`src/hdl/sha_pkg.sv`:
```
package sha_pkg;

    // request commands
    localparam logic [1:0] CMD_ABSORB        = 2'd0;
    localparam logic [1:0] CMD_ABSORB_FINISH = 2'd1;
    localparam logic [1:0] CMD_FINISH        = 2'd2;

    localparam int BLOCK_BITS  = 512;
    localparam int QUEUE_DEPTH = 2;

    localparam logic [7:0] PAD_MARK = 8'h80;
    localparam logic [5:0] LEN_POS  = 6'd56;

    typedef struct packed {
        logic [1:0] cmd;
        logic [7:0] data_byte;
    } msg_t;

    typedef struct packed {
        logic [31:0] digest_word;
        logic [2:0]  word_index;
        logic        last_word;
    } digest_t;

    // one 64-byte block for the compressor, byte 0 in the top bits
    typedef struct packed {
        logic [BLOCK_BITS-1:0] block;
        logic                  final_blk;
    } job_t;

    localparam logic [31:0] INIT_H [8] = '{
        32'h6a09e667, 32'hbb67ae85, 32'h3c6ef372, 32'ha54ff53a,
        32'h510e527f, 32'h9b05688c, 32'h1f83d9ab, 32'h5be0cd19
    };

    function automatic logic [31:0] round_k(input logic [5:0] t);
        logic [31:0] k;
        case (t)
            6'd0:  k = 32'h428a2f98;  6'd1:  k = 32'h71374491;
            6'd2:  k = 32'hb5c0fbcf;  6'd3:  k = 32'he9b5dba5;
            6'd4:  k = 32'h3956c25b;  6'd5:  k = 32'h59f111f1;
            6'd6:  k = 32'h923f82a4;  6'd7:  k = 32'hab1c5ed5;
            6'd8:  k = 32'hd807aa98;  6'd9:  k = 32'h12835b01;
            6'd10: k = 32'h243185be;  6'd11: k = 32'h550c7dc3;
            6'd12: k = 32'h72be5d74;  6'd13: k = 32'h80deb1fe;
            6'd14: k = 32'h9bdc06a7;  6'd15: k = 32'hc19bf174;
            6'd16: k = 32'he49b69c1;  6'd17: k = 32'hefbe4786;
            6'd18: k = 32'h0fc19dc6;  6'd19: k = 32'h240ca1cc;
            6'd20: k = 32'h2de92c6f;  6'd21: k = 32'h4a7484aa;
            6'd22: k = 32'h5cb0a9dc;  6'd23: k = 32'h76f988da;
            6'd24: k = 32'h983e5152;  6'd25: k = 32'ha831c66d;
            6'd26: k = 32'hb00327c8;  6'd27: k = 32'hbf597fc7;
            6'd28: k = 32'hc6e00bf3;  6'd29: k = 32'hd5a79147;
            6'd30: k = 32'h06ca6351;  6'd31: k = 32'h14292967;
            6'd32: k = 32'h27b70a85;  6'd33: k = 32'h2e1b2138;
            6'd34: k = 32'h4d2c6dfc;  6'd35: k = 32'h53380d13;
            6'd36: k = 32'h650a7354;  6'd37: k = 32'h766a0abb;
            6'd38: k = 32'h81c2c92e;  6'd39: k = 32'h92722c85;
            6'd40: k = 32'ha2bfe8a1;  6'd41: k = 32'ha81a664b;
            6'd42: k = 32'hc24b8b70;  6'd43: k = 32'hc76c51a3;
            6'd44: k = 32'hd192e819;  6'd45: k = 32'hd6990624;
            6'd46: k = 32'hf40e3585;  6'd47: k = 32'h106aa070;
            6'd48: k = 32'h19a4c116;  6'd49: k = 32'h1e376c08;
            6'd50: k = 32'h2748774c;  6'd51: k = 32'h34b0bcb5;
            6'd52: k = 32'h391c0cb3;  6'd53: k = 32'h4ed8aa4a;
            6'd54: k = 32'h5b9cca4f;  6'd55: k = 32'h682e6ff3;
            6'd56: k = 32'h748f82ee;  6'd57: k = 32'h78a5636f;
            6'd58: k = 32'h84c87814;  6'd59: k = 32'h8cc70208;
            6'd60: k = 32'h90befffa;  6'd61: k = 32'ha4506ceb;
            6'd62: k = 32'hbef9a3f7;  6'd63: k = 32'hc67178f2;
            default: k = 32'h0;
        endcase
        return k;
    endfunction

endpackage

```
`src/hdl/sha_queue.sv`:
```
module sha_queue #(
    parameter int DEPTH = sha_pkg::QUEUE_DEPTH
) (
    input  logic          clk,
    input  logic          rst_n,
    input  logic          push,
    input  sha_pkg::job_t job_in,
    output logic          full,
    input  logic          pop,
    output logic          valid,
    output sha_pkg::job_t job_out
);
    import sha_pkg::*;

    localparam int PW = (DEPTH > 1) ? $clog2(DEPTH) : 1;
    localparam int CW = $clog2(DEPTH + 1);

    job_t          entries_reg [DEPTH];
    logic [PW-1:0] wr_ptr_reg, wr_ptr_next;
    logic [PW-1:0] rd_ptr_reg, rd_ptr_next;
    logic [CW-1:0] count_reg, count_next;
    logic          do_push, do_pop;

    assign full    = (count_reg == CW'(DEPTH));
    assign valid   = (count_reg != '0);
    assign job_out = entries_reg[rd_ptr_reg];
    assign do_push = push && !full;
    assign do_pop  = pop && valid;

    always_comb
    begin
        wr_ptr_next = wr_ptr_reg;
        rd_ptr_next = rd_ptr_reg;
        count_next  = count_reg;
        if (do_push)
        begin
            wr_ptr_next = (wr_ptr_reg == PW'(DEPTH - 1)) ? '0 : wr_ptr_reg + 1'b1;
        end
        if (do_pop)
        begin
            rd_ptr_next = (rd_ptr_reg == PW'(DEPTH - 1)) ? '0 : rd_ptr_reg + 1'b1;
        end
        case ({do_push, do_pop})
            2'b10:   count_next = count_reg + 1'b1;
            2'b01:   count_next = count_reg - 1'b1;
            default: count_next = count_reg;
        endcase
    end

    always_ff @(posedge clk)
    begin
        if (do_push)
        begin
            entries_reg[wr_ptr_reg] <= job_in;
        end
    end

    always_ff @(posedge clk or negedge rst_n)
    begin
        if (!rst_n)
        begin
            wr_ptr_reg <= '0;
            rd_ptr_reg <= '0;
            count_reg  <= '0;
        end
        else
        begin
            wr_ptr_reg <= wr_ptr_next;
            rd_ptr_reg <= rd_ptr_next;
            count_reg  <= count_next;
        end
    end

endmodule

```
`config.mk`:
```
export PLATFORM = sky130hd
export DESIGN_NAME = sha_queue
export DESIGN_NICKNAME = d
export VERILOG_FILES = /design/src/hdl/sha_pkg.sv /design/src/hdl/sha_queue.sv
export SDC_FILE = /design/constraint.sdc
export NUM_CORES = 1
export LEC_CHECK = 0
export ABC_AREA = 1
export BUFFER_PORTS_ARGS = -buffer_cell sky130_fd_sc_hd__buf_2
export CORE_AREA = 2 2 406 408
export CTS_CLUSTER_DIAMETER = 60
export DETAILED_ROUTE_END_ITERATION = 7
export DIE_AREA = 0 0 408 410
export PLACE_DENSITY_LB_ADDON = 0.05
export SETUP_SLACK_MARGIN = 0.5
export SKIP_CTS_REPAIR_TIMING = 1
export SYNTH_ARGS = -nofsm -noshare
export SYNTH_HDL_FRONTEND = slang
export SYNTH_SLANG_ARGS = --single-unit
```
`constraint.sdc`:
```
create_clock -name clk -period 24 [get_ports clk]
set_clock_uncertainty 0.05 [all_clocks]
set_input_delay 0 -clock clk [delete_from_list [all_inputs] [get_ports clk]]
set_output_delay 0 -clock clk [all_outputs]
set_load 0.1 [all_outputs]
```
### Word-level counts from Yosys, hierarchy flattened

Memory sizes are Yosys's and may differ from the RTL's.
Index checks and enable logic that the tools add are counted.

* flip-flop bits (word level): 4
* bits in writable memories: 1026
* input bits: 517
* memories kept: 1

Memories
* entries_reg: words 2, width 513, read ports 1, clocked after memory_dff 0, write ports 1, line sha_queue.sv:18 `job_t entries_reg [DEPTH];`

* add/sub/neg operators: 4
* equal/unequal tests: 3
* multiplexer cells: 5
* reductions and logical operators: 5

Operators by type and width (count)
* == test 2 bit (second input constant): 2
* two-way mux 1 bit: 4
* one-hot mux 2 bit (2 select lines): 1
* nonzero test 2 bit: 2
* adder 1 bit (second input constant): 2
* adder 2 x 1 -> 2 bit (second input constant): 1
* == test 2 x 1 -> 1 bit (second input constant): 1
* logical AND 1 bit: 2
* subtractor 2 x 1 -> 2 bit (second input constant): 1
* logical NOT 1 bit: 1

### Logic depth before layout (Yosys ltp)

* word-level depth: 5
* gate-level depth with buffers: 10
* gate-level depth less buffers: 10

### Worst setup path before layout

Ideal clock, no wire load.

* path type: register to register
* from: register count_reg[1]
* to: memory entries_reg[1][0] (netlist bit) (enable)
* library setup time: 1404 ps
* data arrival time: 21805 ps
* required time: 22546 ps
* path slack: 741 ps
* stages on the path, launching flop included: 4
* path through: dfrtp_1 inv_1 o21ai_0 nor2_1

* longest elaborated chain between the ends: 5

Ends and longest elaborated chain
* start, declared: line sha_queue.sv:21 `logic [CW-1:0] count_reg, count_next;`
* start signal, assigned: line sha_queue.sv:70 `count_reg <= count_next;`
* == test 2 bit: line sha_queue.sv:24 `assign full = (count_reg == CW'(DEPTH));`
* logical NOT 1 bit: line sha_queue.sv:27 `assign do_push = push && !full;`
* logical AND 1 bit: line sha_queue.sv:27
* two-way mux 1 bit: line sha_queue.sv:52 `if (do_push)`
* two-way mux 1 bit (not written as such): line sha_queue.sv:54 `entries_reg[wr_ptr_reg] <= job_in;`
* end, declared: line sha_queue.sv:18

No other way between the ends.

==> out/qor.yml <==
status: "finished, violations left"
violations: "hold timing"
synthAdderAreaFrac_pct: 0.03348
period_share_pct: 21.89
grt_pass1_wl_mm: 179.6
arrival_ns: 5.20
gp_congestion: 0.7610
die_h_um: 410
reg2reg_to: "entries_reg[0][9]$_DFFE_PP_"
relSlewSlack_pct: 32.95
antenna_found_initial: 37
slew_violations: 0
fmax_ghz: 0.1904
syn_area_mm2: 0.03737
endpoint_kind: "primary output"
num-nets-final: 5331
core_mm2: 0.1635
remaining_drc_errors: 0
syn_area_per_cell_um2: 13.79
min_period_ns: 5.253
r2r_slack_ns: 19.48
cts_buffer_depth: 3
worst_pin_slew_ns: 1.006
worst-r2r-cell-count: 8
timing.hold.ws_ns: -0.01369
required_ns: 23.95
synth-xor-area-share_pct: 0.02344
place_ws_ns: 19.35
yosysWarnings: 0
grt_max_degree: 144
rows: 149
cp_max_fo: 143
min_from: "pop"
vias_per_cell: 3.864
ys_seq_elements: 1030
drt_iter0_drc: 1380
cts_num_sinks: 1030
insertion_delay_ns: 0.77
io_pins: 1032
routed_wl_mm: 135.5
dieArea_mm2: 0.1673
grt_usage_pct: 15.21
die_x_um: 408
setup_slack_ns: 18.75
n_fill_cell: 16394
dp_hpwl_mm: 90.11
r2r_start: "count_reg[1]$_DFFE_PN0P_"
start_util_pct: 22.86
clk_pin_slew_ns: 0.06
numPortBuffers: 1031
final_common_cell: "nand2_1"
drive_gt1_share_pct: 25.16
cts_tree: "done"
grt_pass1_vias: 23191
hold_viol_final: 1
finalSetupTns_ns: 0
startpoint: "rd_ptr_reg$_DFFE_PN0P_"
grt_overflow: 0
setup_viol: 0
syn_inst: 2710
largest_register_ffs: 1026
drtAntennaViolNets: 0
wire_per_inst_um: 19.01
rsz0062_at_grt: "no"
cap_violations: 0
synthDistinctLibCells: 14
synth_simple_gate_area_share_pct: 15.63
synth_top_family_by_area: "simple AND/OR/NAND/NOR gates"
crit_path_end: "job_out[181]"
clockRootBuffer: "clkbuf_16"
synth-compound-area-share_pct: 0.01339
htreeDepth: 4
hp-class: "in2reg"
num_vias: 27541
cts_buffers: 134
ys_seq_area_share_pct: 82.71
synthToLayoutAreaGrowth_pct: 58.88
crit_path_start_kind: "flop"
final_cell_mix: "nand2_1 (1,549), buf_2 (1,031), edfxtp_1 (1,026), dlygate4sd3_1 (1,022), clkbuf_16 (140)"
drtPass1Iterations: 7
path_class: "reg2out"
synth_mux_area_share_pct: 0
synth_nets: 3228
## worst min-delay path by stage
stage	end	slack [ns]	cells past startpoint
final	rd_ptr_reg$_DFFE_PN0P_	-0.01	5
after global routing	rd_ptr_reg$_DFFE_PN0P_	-0.004	5
after CTS	rd_ptr_reg$_DFFE_PN0P_	-1.10	1
after detailed placement	rd_ptr_reg$_DFFE_PN0P_	-0.22	1
after global placement	count_reg[0]$_DFFE_PN0P_	-0.22	1
after floorplan	count_reg[0]$_DFFE_PN0P_	-0.35	0
## area by class of cell
class / count / area [um2] / share of cell area (%)
Clock buffer: 179 / 3650 / 6.147
Timing Repair Buffer: 2080 / 15640 / 26.34
Inverter: 9 / 48.80 / 0.08218
Sequential cell: 1030 / 30910 / 52.06
Multi-Input combinational cell: 1558 / 5877 / 9.897
Tap cell: 2189 / 2739 / 4.613
Antenna cell: 22 / 55.05 / 0.09272
Clock inverter: 60 / 452.9 / 0.7628
## stage by stage
step           utilization [%]  area [um2]  cells  hold WS [ns]
4_1_cts                  30.03       49090   6083        -1.102
3_5_place_dp             27.52       44990   5844       -0.2241
6_report                 36.32       59380   7127      -0.01369
5_1_grt                  36.31       59360   7121     -0.004265
2_1_floorplan                -       37370   2710       -0.3456
3_3_place_gp             27.52       44990   5844       -0.2249
## cell families (layout without fill, tap and decap cells)
kind of cell / count (synthesis) / in the layout
and+or+nand+nor: 1555 / 1555
DFF: 1030 / 1030
buffers and inverters: 122 / 2328
adders and majority gates: 1 / 1
AOI/OAI and AO/OA: 1 / 1
xor gates and xnor gates: 1 / 1
other: 0 / 22
## per-layer routing
| layer | track usage (%) | share of wire (%) | wire length, um |
|---|---|---|---|
| met1 | 16.20 | 40 | 53870 |
| met2 | 25.62 | 50 | 67110 |
| met3 | 7.904 | 8.0 | 10780 |
| met4 | 5.485 | 2.6 | 3509 |
| met5 | 0 | 0.15 | 201 |
## critical path, cell delays in order (launching register included)
cell,delay (ns)
dfrtp_4,0.70
inv_8,0.55
buf_4,0.76
buf_4,0.83
buf_12,0.52
nand2_1,0.10
nand2_1,0.11
buf_2,0.47
## synth_stat cells
library cell / instances / share of area [%]
buf_2: 102 / 1.4
ha_1: 1 / 0.033
o21ai_0: 1 / 0.013
inv_2: 1 / 0.010
nor2_1: 2 / 0.020
edfxtp_1: 1026 / 82
dfrtp_1: 4 / 0.27
nand2_1: 1549 / 16
xnor2_1: 1 / 0.023
inv_1: 8 / 0.080
buf_4: 2 / 0.040
clkbuf_1: 9 / 0.090
nand3_1: 3 / 0.040
nand4_1: 1 / 0.017
Power is left out: the tool's default activity adds up to more than one toggle a clock period on the data nets, which glitch-free logic cannot reach.
