==> src/hdl/sha_pkg.sv <==
package sha_pkg;

    // request commands
    localparam logic [1:0] CMD_ABSORB        = 2'd0;
    localparam logic [1:0] CMD_ABSORB_FINISH = 2'd1;
    localparam logic [1:0] CMD_FINISH        = 2'd2;

    localparam int BLOCK_BITS  = 512;
    localparam int QUEUE_DEPTH = 2;

    localparam logic [7:0] PAD_MARK = 8'h80;
    localparam logic [5:0] LEN_POS  = 6'd56;

    typedef struct packed {
        logic [1:0] cmd;
        logic [7:0] data_byte;
    } msg_t;

    typedef struct packed {
        logic [31:0] digest_word;
        logic [2:0]  word_index;
        logic        last_word;
    } digest_t;

    // one 64-byte block for the compressor, byte 0 in the top bits
    typedef struct packed {
        logic [BLOCK_BITS-1:0] block;
        logic                  final_blk;
    } job_t;

    localparam logic [31:0] INIT_H [8] = '{
        32'h6a09e667, 32'hbb67ae85, 32'h3c6ef372, 32'ha54ff53a,
        32'h510e527f, 32'h9b05688c, 32'h1f83d9ab, 32'h5be0cd19
    };

    function automatic logic [31:0] round_k(input logic [5:0] t);
        logic [31:0] k;
        case (t)
            6'd0:  k = 32'h428a2f98;  6'd1:  k = 32'h71374491;
            6'd2:  k = 32'hb5c0fbcf;  6'd3:  k = 32'he9b5dba5;
            6'd4:  k = 32'h3956c25b;  6'd5:  k = 32'h59f111f1;
            6'd6:  k = 32'h923f82a4;  6'd7:  k = 32'hab1c5ed5;
            6'd8:  k = 32'hd807aa98;  6'd9:  k = 32'h12835b01;
            6'd10: k = 32'h243185be;  6'd11: k = 32'h550c7dc3;
            6'd12: k = 32'h72be5d74;  6'd13: k = 32'h80deb1fe;
            6'd14: k = 32'h9bdc06a7;  6'd15: k = 32'hc19bf174;
            6'd16: k = 32'he49b69c1;  6'd17: k = 32'hefbe4786;
            6'd18: k = 32'h0fc19dc6;  6'd19: k = 32'h240ca1cc;
            6'd20: k = 32'h2de92c6f;  6'd21: k = 32'h4a7484aa;
            6'd22: k = 32'h5cb0a9dc;  6'd23: k = 32'h76f988da;
            6'd24: k = 32'h983e5152;  6'd25: k = 32'ha831c66d;
            6'd26: k = 32'hb00327c8;  6'd27: k = 32'hbf597fc7;
            6'd28: k = 32'hc6e00bf3;  6'd29: k = 32'hd5a79147;
            6'd30: k = 32'h06ca6351;  6'd31: k = 32'h14292967;
            6'd32: k = 32'h27b70a85;  6'd33: k = 32'h2e1b2138;
            6'd34: k = 32'h4d2c6dfc;  6'd35: k = 32'h53380d13;
            6'd36: k = 32'h650a7354;  6'd37: k = 32'h766a0abb;
            6'd38: k = 32'h81c2c92e;  6'd39: k = 32'h92722c85;
            6'd40: k = 32'ha2bfe8a1;  6'd41: k = 32'ha81a664b;
            6'd42: k = 32'hc24b8b70;  6'd43: k = 32'hc76c51a3;
            6'd44: k = 32'hd192e819;  6'd45: k = 32'hd6990624;
            6'd46: k = 32'hf40e3585;  6'd47: k = 32'h106aa070;
            6'd48: k = 32'h19a4c116;  6'd49: k = 32'h1e376c08;
            6'd50: k = 32'h2748774c;  6'd51: k = 32'h34b0bcb5;
            6'd52: k = 32'h391c0cb3;  6'd53: k = 32'h4ed8aa4a;
            6'd54: k = 32'h5b9cca4f;  6'd55: k = 32'h682e6ff3;
            6'd56: k = 32'h748f82ee;  6'd57: k = 32'h78a5636f;
            6'd58: k = 32'h84c87814;  6'd59: k = 32'h8cc70208;
            6'd60: k = 32'h90befffa;  6'd61: k = 32'ha4506ceb;
            6'd62: k = 32'hbef9a3f7;  6'd63: k = 32'hc67178f2;
            default: k = 32'h0;
        endcase
        return k;
    endfunction

endpackage

==> src/hdl/sha_front.sv <==
module sha_front (
    input  logic          clk,
    input  logic          rst_n,
    input  logic          msg_valid,
    output logic          msg_ready,
    input  sha_pkg::msg_t msg,
    input  logic          q_full,
    output logic          q_push,
    output sha_pkg::job_t q_job
);
    import sha_pkg::*;

    typedef enum logic [1:0] {F_IDLE, F_MARK, F_ZERO, F_LEN} fstate_t;

    fstate_t               state_reg, state_next;
    logic [5:0]            fill_reg, fill_next;
    logic [63:0]           total_reg, total_next;
    logic [2:0]            len_idx_reg, len_idx_next;
    logic [BLOCK_BITS-1:0] block_reg, block_next;

    logic        can_shift;
    logic        shift_en;
    logic [7:0]  shift_byte;
    logic [63:0] len_bits;

    // a byte that completes a block needs room in the queue
    assign can_shift = (fill_reg != 6'd63) || !q_full;
    assign msg_ready = (state_reg == F_IDLE) && can_shift;
    assign len_bits  = {total_reg[60:0], 3'b000};

    always_comb
    begin
        state_next   = state_reg;
        total_next   = total_reg;
        len_idx_next = len_idx_reg;
        shift_en     = 1'b0;
        shift_byte   = msg.data_byte;
        case (state_reg)
            F_IDLE:
            begin
                if (msg_valid && msg_ready)
                begin
                    if (msg.cmd == CMD_ABSORB || msg.cmd == CMD_ABSORB_FINISH)
                    begin
                        shift_en   = 1'b1;
                        total_next = total_reg + 64'd1;
                    end
                    if (msg.cmd == CMD_ABSORB_FINISH || msg.cmd == CMD_FINISH)
                    begin
                        state_next = F_MARK;
                    end
                end
            end
            F_MARK:
            begin
                if (can_shift)
                begin
                    shift_en   = 1'b1;
                    shift_byte = PAD_MARK;
                    state_next = F_ZERO;
                end
            end
            F_ZERO:
            begin
                if (fill_reg == LEN_POS)
                begin
                    state_next   = F_LEN;
                    len_idx_next = 3'd0;
                end
                else if (can_shift)
                begin
                    shift_en   = 1'b1;
                    shift_byte = 8'h00;
                end
            end
            F_LEN:
            begin
                if (can_shift)
                begin
                    shift_en     = 1'b1;
                    shift_byte   = len_bits[{~len_idx_reg, 3'b000} +: 8];
                    len_idx_next = len_idx_reg + 3'd1;
                    if (len_idx_reg == 3'd7)
                    begin
                        state_next = F_IDLE;
                        total_next = 64'd0;
                    end
                end
            end
            default:
            begin
                state_next = F_IDLE;
            end
        endcase
    end

    assign block_next = shift_en ? {block_reg[BLOCK_BITS-9:0], shift_byte} : block_reg;
    assign fill_next  = shift_en ? fill_reg + 6'd1 : fill_reg;

    assign q_push          = shift_en && (fill_reg == 6'd63);
    assign q_job.block     = block_next;
    assign q_job.final_blk = (state_reg == F_LEN);

    always_ff @(posedge clk or negedge rst_n)
    begin
        if (!rst_n)
        begin
            state_reg   <= F_IDLE;
            fill_reg    <= 6'd0;
            total_reg   <= 64'd0;
            len_idx_reg <= 3'd0;
            block_reg   <= '0;
        end
        else
        begin
            state_reg   <= state_next;
            fill_reg    <= fill_next;
            total_reg   <= total_next;
            len_idx_reg <= len_idx_next;
            block_reg   <= block_next;
        end
    end

endmodule

==> config.mk <==
export PLATFORM = sky130hd
export DESIGN_NAME = sha_front
export DESIGN_NICKNAME = d
export VERILOG_FILES = /design/src/hdl/sha_pkg.sv /design/src/hdl/sha_front.sv
export SDC_FILE = /design/constraint.sdc
export NUM_CORES = 1
export LEC_CHECK = 0
export ABC_AREA = 1
export BUFFER_PORTS_ARGS = -buffer_cell sky130_fd_sc_hd__buf_2
export CAP_MARGIN = 15
export CORE_ASPECT_RATIO = 0.7
export CORE_UTILIZATION = 35
export DETAILED_ROUTE_END_ITERATION = 7
export PLACE_DENSITY_LB_ADDON = 0.2
export SLEW_MARGIN = 25
export SYNTH_ARGS = -nofsm -noshare
export SYNTH_HDL_FRONTEND = slang
export SYNTH_SLANG_ARGS = --single-unit
==> constraint.sdc <==
create_clock -name clk -period 2.6 [get_ports clk]
set_input_delay 0.52 -clock clk [delete_from_list [all_inputs] [get_ports clk]]
set_output_delay 0.52 -clock clk [all_outputs]
set_load 0.02 [all_outputs]
# Word level (Yosys, flattened, before mapping)
# Cells that the tools add are included.
dict set report word_totals {
  inputBits 14
  reg_bits 587
  out_inout_bits 515
  elab_cells 67
}
dict set report op_classes {
  reduce_logical 15
  shift 1
  add_sub_neg 3
  n_bitwise 1
  n_mux 26
  n_eq_ne 16
}
# operator n
set op_table {}
lappend op_table {{$mux 512} 1}
lappend op_table {{$mux 64} 4}
lappend op_table {{$pmux 64 s2} 1}
lappend op_table {{$add 64x1->64 const B} 1}
lappend op_table {{$shiftx 64x7->8} 1}
lappend op_table {{$mux 8} 4}
lappend op_table {{$pmux 8 s3} 1}
lappend op_table {{$eq 6x6->1 const B} 2}
lappend op_table {{$mux 2} 6}
lappend op_table {{$ne 2x1->1 const B} 5}
lappend op_table {{$pmux 2 s4} 1}
lappend op_table {{$add 6x1->6 const B} 1}
lappend op_table {{$eq 2x2->1 const B} 3}
lappend op_table {{$mux 3} 2}
lappend op_table {{$ne 6x6->1 const B} 1}
lappend op_table {{$pmux 3 s2} 1}
lappend op_table {{$reduce_and 6->1} 1}
lappend op_table {{$reduce_and 5->1} 1}
lappend op_table {{$eq 2x1->1 const B} 2}
lappend op_table {{$logic_not 2->1} 2}
lappend op_table {{$mux 1} 4}
lappend op_table {{$ne 2x2->1 const B} 2}
lappend op_table {{$reduce_bool 2->1} 2}
lappend op_table {{$add 3x1->3 const B} 1}
lappend op_table {{other kinds (8)} 12}

# Logic depth before layout (Yosys ltp)
dict set report logic_depth {
  ltp_word 7
  mapped_depth 13
  depth_no_buf 13
}

# Least setup slack after synthesis
# Ideal clock, no wire load.
dict set report synth_timing {
  path_kind {register to output}
  startpoint {register fill_reg[0]}
  endpoint {output port q_job[10] in the netlist's numbering}
  n_path_buf 1
  t_required_ns 2.080
  path_slack_ns -0.016
  stages_incl_launch_ff 12
  arrival_ns 2.096
  cell_sequence {dfrtp_1 ha_1 nand2_1 nor2_2 nand2_2 inv_2 nor2_2 nand3_2 nand2_4 inv_6 buf_2 o21ai_0}
}
# item line_no
set synth_lines {}
lappend synth_lines {{start, declared} sha_front.sv:16} ;# logic [5:0] fill_reg, fill_next;
lappend synth_lines {{start signal, assigned} sha_front.sv:117} ;# fill_reg <= fill_next;
lappend synth_lines {{end, declared} sha_front.sv:9} ;# output sha_pkg::job_t q_job

==> flow_summary.toml <==
[placement]
place_area_sq_um = 31340
gp_congestion = 0.9198
dp.final_hpwl_mm = 64.10
io_buffers = 528
post-place-ws_ns = -0.2841

[die]
initial_core_util_pct = 35.58
io_pins = 529
rows = 82
fp.dieH_um = 228.4
dieWidth_um = 325.4
dieArea_sq_um = 74310
core_area_sq_um = 72020

[sta]
setup_viol = 513
clock.fmax_mhz = 289.5
timing.final.ws_setup_ns = -0.8546
hold_violations = 0
slew_headroom_pct = 51.57
rsz0062_at_grt = "true"
final_max_slew_viol_count = 0
tightest_slew_ns = 0.7254
fin_crit_sh_pct = 132.9
clock_skew_ns = 0.03213
min_period_ns = 3.455

[layout]
final_nets = 3684
antennaDiodeCount = 0
area_delta_synth_final_pct = 38.05
largest_reg_flops = 512
post-route-util_pct = 49.11
drive_above_1_share_pct = 36.45
finalInstanceArea_sq_um = 35370

[synthesis]
yosysWarnings = 0
netlist_area_sq_um = 25620
synth_flop_cell = "dfrtp_1"
avgSynthCellArea_sq_um = 8.962
yosys.cell_types.count = 36
synth_edf_count = 0
async_reset_ff_share_pct = 100.0
synthCells = 2859
synth_fp_nets = 2885
ys_seq_area_share_pct = 57.03
ys_ff_latch = 584

[routing]
drt_pre_antenna_iters = 6
wirelength_mm = 88.57
antenna_left = 0
via_per_inst = 4.757
wirelength_met1_mm = 41.42
dr_wl_met3_mm = 6.921
highest-signal-layer = "met4"
met2_length_mm = 37.10
drtIter0Drc = 1747
vias = 22220
routedWlPerCell_um = 18.97
drcViolationCount = 0

[power_and_ir_drop]
p_total_w = 0.04788
p_comb_share_pct = 56.3
internal-power_w = 0.02606
netSwitchingFraction_pct = 45.56
leakagePower_nw = 17.62
powerDensity_nw_per_um2 = 1354
power_switching_w = 0.02181
seqPwrFrac_pct = 25.4
ir_drop_uv = 1140
p_clk_share_pct = 18.3

[setup_path]
startpoint_type = "flip-flop"
end_kind = "output port"
crit_required_ns = 2.08
arrival_ns = 2.93
critPathLaunch = "fill_reg[0]"
crit-reg2reg-launch = "state_reg[0]"
cp_max_fo = 26
critPathKind = "reg -> out"

[min_path]
hp-class = "in -> reg"
hold_path_startpoint = "msg[7]"

[clock_tree]
cts_buffer_depth = 3
htreeDepth = 2
clock_sinks = 584
cts.clk_slew.worst_paths_ns = 0.07
ctsRootBufferMaster = "clkbuf_16"
cts_tree = "done"
clkLatencyLatePin_ns = 0.64
cts_made_buffers = 58

[global_routing]
grt_max_degree = 67
globalRouteTotalUtil_pct = 23.26
grt_pass1_vias = 21450
grt_pass1_wl_mm = 133.1
antenna_found_initial = 0
grt.overflow.total = 0

[outcome]
violations = "negative setup slack"
status = "finished, violations left"

[run]
max-cap-violations = 0
-- per-layer routing --
metal / vias to the layer above / global-route usage (%)
li1: 10740 / -
met1: 10620 / 34.16
met2: 711 / 33.08
met3: 145 / 5.884
met4: 0 / 8.069
met5: - / 0
-- cell usage in the layout (no fill, tap or decap), types with 41 or more instances in the layout --
| cell | Yosys | routed |
|---|---|---|
| nand2_1 | 747 | 718 |
| dfrtp_1 | 584 | 584 |
| buf_2 | 52 | 378 |
| buf_4 | 12 | 355 |
| inv_1 | 354 | 351 |
| o21ai_1 | 268 | 266 |
| o21ai_2 | 100 | 188 |
| nor2_1 | 147 | 145 |
| nand2_2 | 102 | 125 |
| nand3_1 | 88 | 87 |
| buf_6 | 36 | 81 |
| o21ai_0 | 183 | 72 |
| clkbuf_16 | 0 | 65 |
| nand4_1 | 49 | 49 |
| buf_12 | 11 | 41 |
-- worst max-delay path, stage by stage (launching register included) --
cell and delay [ns]:
dfrtp_1 0.41, inv_2 0.09, ha_4 0.12, nand4_1 0.23
nand2_1 0.18, nand2_1 0.08, nand2_2 0.12, nand2_8 0.13
buf_16 0.20, buf_12 0.19, buf_12 0.15, o21ai_2 0.19
buf_6 0.15
-- final cells by class --
| type | count | area, sq um |
|---|---|---|
| Clock buffer | 82 | 1713 |
| Clock inverter | 24 | 256.5 |
| Fill cell | 6860 | 36650 |
| Inverter | 360 | 1378 |
| Multi-Input combinational cell | 1773 | 9315 |
| Sequential cell | 584 | 14610 |
| Tap cell | 966 | 1209 |
| Timing Repair Buffer | 878 | 6798 |
| Timing Repair inverter | 3 | 90.09 |
-- repair_timing --
action,in CTS,in global routing
hold endpoints to repair,35,0
cloned,6,7
pin swaps,4,7
setup buffers,10,10
hold buffers,1,0
gates resized for setup,280,269
setup endpoints to repair,513,524
-- power groups by stage --
stage / registers, W / logic [W] / clock network, W
4_1_cts: 0.0121 / 0.0247 / 0.00901
2_1_floorplan: 0.0119 / 0.0140 / 0
3_3_place_gp: 0.0122 / 0.0223 / 0
3_5_place_dp: 0.0123 / 0.0224 / 0
5_1_grt: 0.0124 / 0.0287 / 0.00937
6_report: 0.0122 / 0.0269 / 0.00878
-- cell usage after synthesis, drive strengths merged (3+ instances only) --
| master | n | area [sq um] |
|---|---|---|
| a21oi | 17 | 88.84 |
| buf | 113 | 994.7 |
| clkbuf | 29 | 108.9 |
| dfrtp | 584 | 14610 |
| ha | 12 | 150.1 |
| inv | 359 | 1353 |
| nand2 | 850 | 3453 |
| nand3 | 89 | 450.4 |
| nand4 | 49 | 306.5 |
| nor2 | 156 | 608.1 |
| nor3 | 9 | 50.05 |
| o211ai | 14 | 105.1 |
| o21ai | 551 | 3133 |
| o21bai | 7 | 52.55 |
| or2 | 3 | 18.77 |
| xor2 | 11 | 96.34 |
-- worst paths after layout --
check,cells after the start,slack (ns),endpoint
max in group asynchronous,4,1.28,block_reg[78]
min in group asynchronous,2,0.47,block_reg[266]
hold reg to reg,2,0.47,block_reg[511]
setup / recovery,12,-0.85,q_job[324]
hold / removal,5,0.30,block_reg[7]
setup reg to reg,13,0.09,total_reg[22]
-- logic make-up after synthesis --
logic type      Yosys count  synth area share, %
compound gates          591                13.24
xor+xnor                 13               0.4444
fa+ha+maj                12               0.5860
buf+inv                 502                9.600
flops                   584                57.03
simple gates           1157                19.10
-- per-stage QoR --
stage	hold WS, ns	setup TNS, ns	instances
6_report	0.3032	-370.83	4670
5_1_grt	0.2955	-448.50	4670
4_1_cts	0.2332	-390.65	4655
3_5_place_dp	0.4562	-58.56	4532
3_3_place_gp	0.4533	-56.84	4532
2_1_floorplan	0.2244	-0.07725	2859
(Power assumes the default switching activity.)
