## src/hdl/sha_pkg.sv

```systemverilog
package sha_pkg;

    // request commands
    localparam logic [1:0] CMD_ABSORB        = 2'd0;
    localparam logic [1:0] CMD_ABSORB_FINISH = 2'd1;
    localparam logic [1:0] CMD_FINISH        = 2'd2;

    localparam int BLOCK_BITS  = 512;
    localparam int QUEUE_DEPTH = 2;

    localparam logic [7:0] PAD_MARK = 8'h80;
    localparam logic [5:0] LEN_POS  = 6'd56;

    typedef struct packed {
        logic [1:0] cmd;
        logic [7:0] data_byte;
    } msg_t;

    typedef struct packed {
        logic [31:0] digest_word;
        logic [2:0]  word_index;
        logic        last_word;
    } digest_t;

    // one 64-byte block for the compressor, byte 0 in the top bits
    typedef struct packed {
        logic [BLOCK_BITS-1:0] block;
        logic                  final_blk;
    } job_t;

    localparam logic [31:0] INIT_H [8] = '{
        32'h6a09e667, 32'hbb67ae85, 32'h3c6ef372, 32'ha54ff53a,
        32'h510e527f, 32'h9b05688c, 32'h1f83d9ab, 32'h5be0cd19
    };

    function automatic logic [31:0] round_k(input logic [5:0] t);
        logic [31:0] k;
        case (t)
            6'd0:  k = 32'h428a2f98;  6'd1:  k = 32'h71374491;
            6'd2:  k = 32'hb5c0fbcf;  6'd3:  k = 32'he9b5dba5;
            6'd4:  k = 32'h3956c25b;  6'd5:  k = 32'h59f111f1;
            6'd6:  k = 32'h923f82a4;  6'd7:  k = 32'hab1c5ed5;
            6'd8:  k = 32'hd807aa98;  6'd9:  k = 32'h12835b01;
            6'd10: k = 32'h243185be;  6'd11: k = 32'h550c7dc3;
            6'd12: k = 32'h72be5d74;  6'd13: k = 32'h80deb1fe;
            6'd14: k = 32'h9bdc06a7;  6'd15: k = 32'hc19bf174;
            6'd16: k = 32'he49b69c1;  6'd17: k = 32'hefbe4786;
            6'd18: k = 32'h0fc19dc6;  6'd19: k = 32'h240ca1cc;
            6'd20: k = 32'h2de92c6f;  6'd21: k = 32'h4a7484aa;
            6'd22: k = 32'h5cb0a9dc;  6'd23: k = 32'h76f988da;
            6'd24: k = 32'h983e5152;  6'd25: k = 32'ha831c66d;
            6'd26: k = 32'hb00327c8;  6'd27: k = 32'hbf597fc7;
            6'd28: k = 32'hc6e00bf3;  6'd29: k = 32'hd5a79147;
            6'd30: k = 32'h06ca6351;  6'd31: k = 32'h14292967;
            6'd32: k = 32'h27b70a85;  6'd33: k = 32'h2e1b2138;
            6'd34: k = 32'h4d2c6dfc;  6'd35: k = 32'h53380d13;
            6'd36: k = 32'h650a7354;  6'd37: k = 32'h766a0abb;
            6'd38: k = 32'h81c2c92e;  6'd39: k = 32'h92722c85;
            6'd40: k = 32'ha2bfe8a1;  6'd41: k = 32'ha81a664b;
            6'd42: k = 32'hc24b8b70;  6'd43: k = 32'hc76c51a3;
            6'd44: k = 32'hd192e819;  6'd45: k = 32'hd6990624;
            6'd46: k = 32'hf40e3585;  6'd47: k = 32'h106aa070;
            6'd48: k = 32'h19a4c116;  6'd49: k = 32'h1e376c08;
            6'd50: k = 32'h2748774c;  6'd51: k = 32'h34b0bcb5;
            6'd52: k = 32'h391c0cb3;  6'd53: k = 32'h4ed8aa4a;
            6'd54: k = 32'h5b9cca4f;  6'd55: k = 32'h682e6ff3;
            6'd56: k = 32'h748f82ee;  6'd57: k = 32'h78a5636f;
            6'd58: k = 32'h84c87814;  6'd59: k = 32'h8cc70208;
            6'd60: k = 32'h90befffa;  6'd61: k = 32'ha4506ceb;
            6'd62: k = 32'hbef9a3f7;  6'd63: k = 32'hc67178f2;
            default: k = 32'h0;
        endcase
        return k;
    endfunction

endpackage

```

## src/hdl/sha_back.sv

```systemverilog
module sha_back (
    input  logic             clk,
    input  logic             rst_n,
    input  logic             q_valid,
    input  sha_pkg::job_t    q_job,
    output logic             q_pop,
    output logic             digest_valid,
    input  logic             digest_ready,
    output sha_pkg::digest_t digest
);
    import sha_pkg::*;

    typedef enum logic [1:0] {B_IDLE, B_ROUND, B_ADD, B_EMIT} bstate_t;

    function automatic logic [31:0] bsig0(input logic [31:0] x);
        return {x[1:0], x[31:2]} ^ {x[12:0], x[31:13]} ^ {x[21:0], x[31:22]};
    endfunction

    function automatic logic [31:0] bsig1(input logic [31:0] x);
        return {x[5:0], x[31:6]} ^ {x[10:0], x[31:11]} ^ {x[24:0], x[31:25]};
    endfunction

    function automatic logic [31:0] ssig0(input logic [31:0] x);
        return {x[6:0], x[31:7]} ^ {x[17:0], x[31:18]} ^ {3'b000, x[31:3]};
    endfunction

    function automatic logic [31:0] ssig1(input logic [31:0] x);
        return {x[16:0], x[31:17]} ^ {x[18:0], x[31:19]} ^ {10'd0, x[31:10]};
    endfunction

    bstate_t     state_reg, state_next;
    logic [5:0]  round_reg, round_next;
    logic        final_reg, final_next;
    logic [2:0]  word_idx_reg, word_idx_next;
    logic        out_valid_reg, out_valid_next;
    digest_t     out_reg, out_next;
    logic [31:0] win_reg   [16];
    logic [31:0] win_next  [16];
    logic [31:0] vars_reg  [8];
    logic [31:0] vars_next [8];
    logic [31:0] chain_reg [8];
    logic [31:0] chain_next[8];

    logic        emit_free;
    logic [31:0] t1, t2, w_new;

    assign emit_free    = !out_valid_reg || digest_ready;
    assign digest_valid = out_valid_reg;
    assign digest       = out_reg;

    // message schedule: window holds w[t..t+15]
    assign w_new = ssig1(win_reg[14]) + win_reg[9] + ssig0(win_reg[1]) + win_reg[0];
    assign t1 = vars_reg[7] + bsig1(vars_reg[4])
              + ((vars_reg[4] & vars_reg[5]) ^ (~vars_reg[4] & vars_reg[6]))
              + round_k(round_reg) + win_reg[0];
    assign t2 = bsig0(vars_reg[0])
              + ((vars_reg[0] & vars_reg[1]) ^ (vars_reg[0] & vars_reg[2])
                 ^ (vars_reg[1] & vars_reg[2]));

    always_comb
    begin
        state_next     = state_reg;
        round_next     = round_reg;
        final_next     = final_reg;
        word_idx_next  = word_idx_reg;
        out_next       = out_reg;
        win_next       = win_reg;
        vars_next      = vars_reg;
        chain_next     = chain_reg;
        q_pop          = 1'b0;
        out_valid_next = out_valid_reg && !digest_ready;
        case (state_reg)
            B_IDLE:
            begin
                if (q_valid)
                begin
                    q_pop = 1'b1;
                    for (int i = 0; i < 16; i++)
                    begin
                        win_next[i] = q_job.block[32*(15-i) +: 32];
                    end
                    vars_next  = chain_reg;
                    final_next = q_job.final_blk;
                    round_next = 6'd0;
                    state_next = B_ROUND;
                end
            end
            B_ROUND:
            begin
                for (int i = 0; i < 15; i++)
                begin
                    win_next[i] = win_reg[i+1];
                end
                win_next[15] = w_new;
                vars_next[0] = t1 + t2;
                vars_next[1] = vars_reg[0];
                vars_next[2] = vars_reg[1];
                vars_next[3] = vars_reg[2];
                vars_next[4] = vars_reg[3] + t1;
                vars_next[5] = vars_reg[4];
                vars_next[6] = vars_reg[5];
                vars_next[7] = vars_reg[6];
                round_next   = round_reg + 6'd1;
                if (round_reg == 6'd63)
                begin
                    state_next = B_ADD;
                end
            end
            B_ADD:
            begin
                for (int i = 0; i < 8; i++)
                begin
                    chain_next[i] = chain_reg[i] + vars_reg[i];
                end
                word_idx_next = 3'd0;
                state_next    = final_reg ? B_EMIT : B_IDLE;
            end
            B_EMIT:
            begin
                if (emit_free)
                begin
                    out_next.digest_word = chain_reg[word_idx_reg];
                    out_next.word_index  = word_idx_reg;
                    out_next.last_word   = (word_idx_reg == 3'd7);
                    out_valid_next       = 1'b1;
                    word_idx_next        = word_idx_reg + 3'd1;
                    if (word_idx_reg == 3'd7)
                    begin
                        chain_next = INIT_H;
                        state_next = B_IDLE;
                    end
                end
            end
            default:
            begin
                state_next = B_IDLE;
            end
        endcase
    end

    always_ff @(posedge clk or negedge rst_n)
    begin
        if (!rst_n)
        begin
            state_reg     <= B_IDLE;
            round_reg     <= 6'd0;
            final_reg     <= 1'b0;
            word_idx_reg  <= 3'd0;
            out_valid_reg <= 1'b0;
            out_reg       <= '0;
            win_reg       <= '{default: '0};
            vars_reg      <= '{default: '0};
            chain_reg     <= INIT_H;
        end
        else
        begin
            state_reg     <= state_next;
            round_reg     <= round_next;
            final_reg     <= final_next;
            word_idx_reg  <= word_idx_next;
            out_valid_reg <= out_valid_next;
            out_reg       <= out_next;
            win_reg       <= win_next;
            vars_reg      <= vars_next;
            chain_reg     <= chain_next;
        end
    end

endmodule

```

## config.mk

```make
export PLATFORM = sky130hd
export DESIGN_NAME = sha_back
export DESIGN_NICKNAME = d
export VERILOG_FILES = /design/src/hdl/sha_pkg.sv /design/src/hdl/sha_back.sv
export SDC_FILE = /design/constraint.sdc
export NUM_CORES = 2
export LEC_CHECK = 0
export ABC_AREA = 1
export BUFFER_PORTS_ARGS = -buffer_cell sky130_fd_sc_hd__buf_2
export CORE_ASPECT_RATIO = 1.75
export CORE_UTILIZATION = 30
export DETAILED_ROUTE_END_ITERATION = 10
export GPL_ROUTABILITY_DRIVEN = 1
export PLACE_DENSITY_LB_ADDON = 0.1
export SLEW_MARGIN = 20
export SYNTH_ARGS = -nofsm -noshare
export SYNTH_HDL_FRONTEND = slang
export SYNTH_SLANG_ARGS = --single-unit
```

## constraint.sdc

```tcl
create_clock -name clk -period 14.7 [get_ports clk]
set_input_delay 2.205 -clock clk [delete_from_list [all_inputs] [get_ports clk]]
set_output_delay 2.205 -clock clk [all_outputs]
set_load 0.05 [all_outputs]
```

# ---- Word-level counts from Yosys, hierarchy flattened
# Memory sizes are Yosys's and may differ from the RTL's.
# Index checks and enable logic that the tools add are counted.
dict set report word_totals {
  register_bits 1073
  latch_bits 0
  ram_bits 0
  romBits 2048
  in_bits 517
  output_inout_bits 38
  word_cells 126
  mem_count 1
}
dict set report classes {
  addsub 20
  multipliers 0
  n_div 0
  magnitude_cmp 1
  eq_ne 9
  shift 0
  mux 24
  bitwise_logic 18
  reduce_logical 13
}
# name words word_bits rd rd_clocked_by_memory_dff write_ports line_no
set mem_list {}
lappend mem_list {{(no name shown)} 64 32 1 0 0 sha_pkg.sv:38} ;# case (t)
# operator count
set op_table {}
lappend op_table {{case mux 256 bit (2 select lines)} 2}
lappend op_table {{case mux 512 bit (2 select lines)} 1}
lappend op_table {{two-way mux 256 bit} 3}
lappend op_table {{adder 32 bit} 18}
lappend op_table {{two-way mux 512 bit} 1}
lappend op_table {{XOR 32 bit} 9}
lappend op_table {{AND 32 bit} 5}
lappend op_table {{binary-select mux 32 bit (select 3 bit)} 1}
lappend op_table {{two-way mux 32 bit} 2}
lappend op_table {{inverter 32 bit} 1}
lappend op_table {{XOR 32 x 22 -> 32 bit} 1}
lappend op_table {{XOR 32 x 29 -> 32 bit} 1}
lappend op_table {{case mux 6 bit (2 select lines)} 1}
lappend op_table {{two-way mux 2 bit} 5}
lappend op_table {{!= test 2 bit (second input constant)} 4}
lappend op_table {{case mux 2 bit (4 select lines)} 1}
lappend op_table {{AND reduction 2 bit} 4}
lappend op_table {{adder 6 x 1 -> 6 bit (second input constant)} 1}
lappend op_table {{== test 6 bit (second input constant)} 1}
lappend op_table {{two-way mux 6 bit} 1}
lappend op_table {{case mux 3 bit (2 select lines)} 1}
lappend op_table {{== test 2 bit (second input constant)} 2}
lappend op_table {{greater-or-equal comparator 4 bit (second input constant)} 1}
lappend op_table {{two-way mux 1 bit} 4}
lappend op_table {{12 further kinds} 14}

# ---- Depth between registers and ports, before layout
dict set report logic_depth {
  depth_word 8
  depth_mapped 40
  depth_no_buf 39
}

# ---- Worst setup path before layout
# OpenSTA, ideal clock, no wires.
dict set report synth_path {
  path_type {reg-to-reg}
  startpoint {register round_reg[0]}
  endpoint {register vars_reg[246] in the netlist's numbering}
  setup_time_ns 0.120
  arrival_time_ns 6.010
  required_time_ns 14.580
  slack_ns 8.570
  stages_incl_launch_ff 37
  path_buffers 1
  synth_period_minus_slack_ns 6.130
  cell_sequence {dfrtp_1 > clkbuf_1 > inv_1 > ha_1 > nor2_1 > nor2_1 > inv_1 > o21ai_0 > a31oi_1 > o32ai_1 > fa_1 > inv_1 > ha_1 > inv_1 > fa_1 > inv_1 > nand2_1 > nand3_1 > nand2_1 > nand2_4 > a21oi_4 > o21ai_4 > xor2_1 > inv_1 > fa_1 > inv_1 > ha_1 > nand2_1 > nor2_1 > inv_1 > nor2_1 > nand3_1 > o221ai_1 > or2_2 > nand3_1 > o211ai_1 > inv_1}
}
dict set report synth_between {
  elab_chain_len 5
}
# element line_no
set synth_lines {}
lappend synth_lines {{from (decl)} sha_back.sv:32} ;# logic [5:0] round_reg, round_next;
lappend synth_lines {{from (signal assigned)} sha_back.sv:158} ;# round_reg <= round_next;
lappend synth_lines {{memory read (64 x 32 bit)} -}
lappend synth_lines {{adder 32 bit (2 in a row)} sha_back.sv:55} ;# + round_k(round_reg) + win_reg[0];
lappend synth_lines {{adder 32 bit} sha_back.sv:95} ;# vars_next[0] = t1 + t2;
lappend synth_lines {{case mux 256 bit (2 select lines)} sha_back.sv:72} ;# case (state_reg)
lappend synth_lines {{to (signal assigned)} sha_back.sv:164} ;# vars_reg <= vars_next;
lappend synth_lines {{to (decl)} sha_back.sv:39} ;# logic [31:0] vars_reg [8];
# No other way between the ends.
# A chain may end at the register's enable or synchronous reset.

# ---- Worst setup path after layout
dict set report layout_path {
  startpoint {register round_reg[1]}
  endpoint {register vars_reg[246] in the netlist's numbering}
}
# The elaborated chain is that of the path after synthesis.

==> reports/qor.csv <==
metric;value;unit
outcome;completed;
cts_hold_buffers;0;
hold_viol_final;0;
place_congestion;1.01;
synthCells;10800;
synth_compound_gate_area_share;24.0;%
synthFlopType;dfrtp_1;
syn_area;80900;um2
grt.total_usage;36.0;%
cts_tree;done;
postCtsResizedCells;0;
hpwl;405;mm
num_rows;251;
cap_violations;0;
via_per_inst;5.39;
period_minus_slack;8520;ps
async_reset_ff_share;100;%
relSlewSlack;9.04;%
worst_pin_slew;1360;ps
crit_path_end_kind;flip-flop;
maxSlewViolCount;0;
synth_nets;12000;
numCtsBuffers;138;
clkLatencyLatePin;860;ps
yosysWarningCount;0;
grt_pass1_wl;677;mm
grt_max_degree;230;
portBuffers;554;
synth_top_area_share;29.0;%
rsz0062_at_grt;false;
overflow;0;
synth_xor_area_share;4.23;%
wl_per_cell;33.5;um
drive_gt1_share;10.5;%
totalWireLength;498;mm
grt_pass1_vias;82500;
finalClockSkew;106;ps
yosys.area.top_type;dfrtp_1;
synth_top_family_by_area;compound AO/OA/AOI/OAI gates;
cp-start-kind;flip-flop;
cp.required;15350;ps
drt-pass1-iter-count;6;
synth_fa_ha_area_share;11.0;%
cts-root-buf;clkbuf_16;
fp.dieArea;272000;um2
yosys.area_share.simple;15.9;%
antenna_found_initial;106;
avgSynthCellArea;7.47;um2
hp-class;flip-flop to flip-flop;
path_clk_slew;60;ps
crit_fanout;13;
htreeDepth;4;
yosysUniqueCellTypes;73;
die_y;689;um
syn_to_final_growth;13.4;%
arrival;9160;ps
post_cts_buffers;0;
ant_nets;0;
nFillCells;29300;
cts_buffer_depth;4;
final_nets;12200;
ys_ff_latch;1073;
synth_edf_count;0;
die_w;395;um
vias;79900;
drc;0;
yosysSeqAreaShare;33.4;%
largest_reg_flops;512;
cp_slowest_cell;xor2_1;
cp_slowest_stage_delay;860;ps
crit_type;flip-flop to flip-flop;
fin_setup_tns;0;ps
drtIter0Drc;6000;
core;268000;um2
fmax;117;MHz
initial_core_util;30.2;%
fin_crit_sh;57.9;%
io_pins;555;
synthMuxAreaShare;0;%
cp_common_cell;inv_1;
synth.area.top_cells;dfrtp_1, nand2_1, inv_1;
setup_violations;0;
clock-sinks;1073;
[worst max-delay path: cells and delay by family, from the launching register on]
kind	cells	cell delay (ps)
fa+ha+maj	6	2520
compound gates	8	2100
simple gates	7	1310
buf+inv	8	890
xor+xnor	1	860
flops	1	690
[final timing paths]
path / start / to / depth (start not counted) / slack, ps
worst min register to register: digest[0] / digest[0] / 2 / 480
worst max register to register: round_reg[1] / vars_reg[246] / 30 / 6180
min in group asynchronous: rst_n / win_reg[330] / 1 / 1350
worst min-delay path: digest[0] / digest[0] / 2 / 480
max in group asynchronous: rst_n / chain_reg[156] / 4 / 10200
worst max-delay path: round_reg[1] / vars_reg[246] / 30 / 6180
[through the flow]
stage | utilization [%] | setup slack, ps | hold WS [ps] | instance area [um2] | std cells
2_1_floorplan | - | 8570 | 452 | 80900 | 10800
3_3_place_gp | 32.6 | 6070 | 465 | 87100 | 14500
3_5_place_dp | 32.6 | 6210 | 471 | 87100 | 14500
4_1_cts | 34.2 | 6210 | 485 | 91600 | 14800
5_1_grt | 34.3 | 5740 | 509 | 91600 | 14800
6_report | 34.3 | 6180 | 483 | 91800 | 14800
[placed cells by master, fill, tap and decap left out, types with 60 or more instances in the layout]
cell / count
nand3_1: 322
dfstp_2: 136
ha_1: 397
xnor2_1: 184
xor2_1: 206
nand2_1: 1965
dfrtp_1: 935
o21bai_1: 63
clkbuf_16: 141
o21ai_1: 180
nor3_1: 101
a21oi_1: 580
nor2_1: 648
inv_1: 1803
o31ai_1: 65
diode_2: 62
buf_4: 126
fa_1: 197
buf_2: 553
a21o_1: 80
o22ai_1: 146
o221ai_1: 60
o21ai_0: 1198
o211ai_1: 626
[cells by family (layout without fill, tap and decap cells)]
family                   count (synthesis)  count (layout)
AND/OR/NAND/NOR                       3179            3179
AO/OA/AOI/OAI                         3242            3242
XOR/XNOR                               391             391
adder cells (fa/ha/maj)                594             594
other                                    0              62
flip-flops                            1073            1073
buffers and inverters                 2361            2756
[synthesized netlist by cell type (20+ instances only)]
library cell / count
a21o_1: 80
a21oi_1: 583
a31oi_1: 49
buf_1: 62
buf_2: 104
buf_4: 68
clkbuf_1: 300
dfrtp_1: 937
dfstp_2: 136
fa_1: 197
ha_1: 397
inv_1: 1805
nand2_1: 1965
nand3_1: 322
nand4_1: 45
nor2_1: 651
nor3_1: 103
nor4_1: 20
o211ai_1: 626
o21ai_0: 1228
o21ai_1: 160
o21bai_1: 63
o221ai_1: 60
o22ai_1: 146
o31ai_1: 66
xnor2_1: 185
xor2_1: 206
[per-layer routing]
| layer | track usage, % | wire length, um |
|---|---|---|
| met1 | 31.5 | 151000 |
| met5 | 0 | 319 |
| met3 | 5.59 | 21600 |
| met4 | 39.3 | 66000 |
| met2 | 66.7 | 259000 |
[area by class of cell]
cell class                      instances  area [um2]  area share, %
Tap cell                             3542        4430           4.83
Antenna cell                           62         155          0.169
Timing Repair Buffer                  695        4030           4.39
Sequential cell                      1073       27000           29.5
Inverter                             1824        6870           7.49
Clock buffer                          202        4060           4.42
Multi-Input combinational cell       7406       44800           48.8
Clock inverter                         35         407          0.443
Power is left out: the tool's default activity adds up to more than one toggle a clock period on the data nets, which glitch-free logic cannot reach.
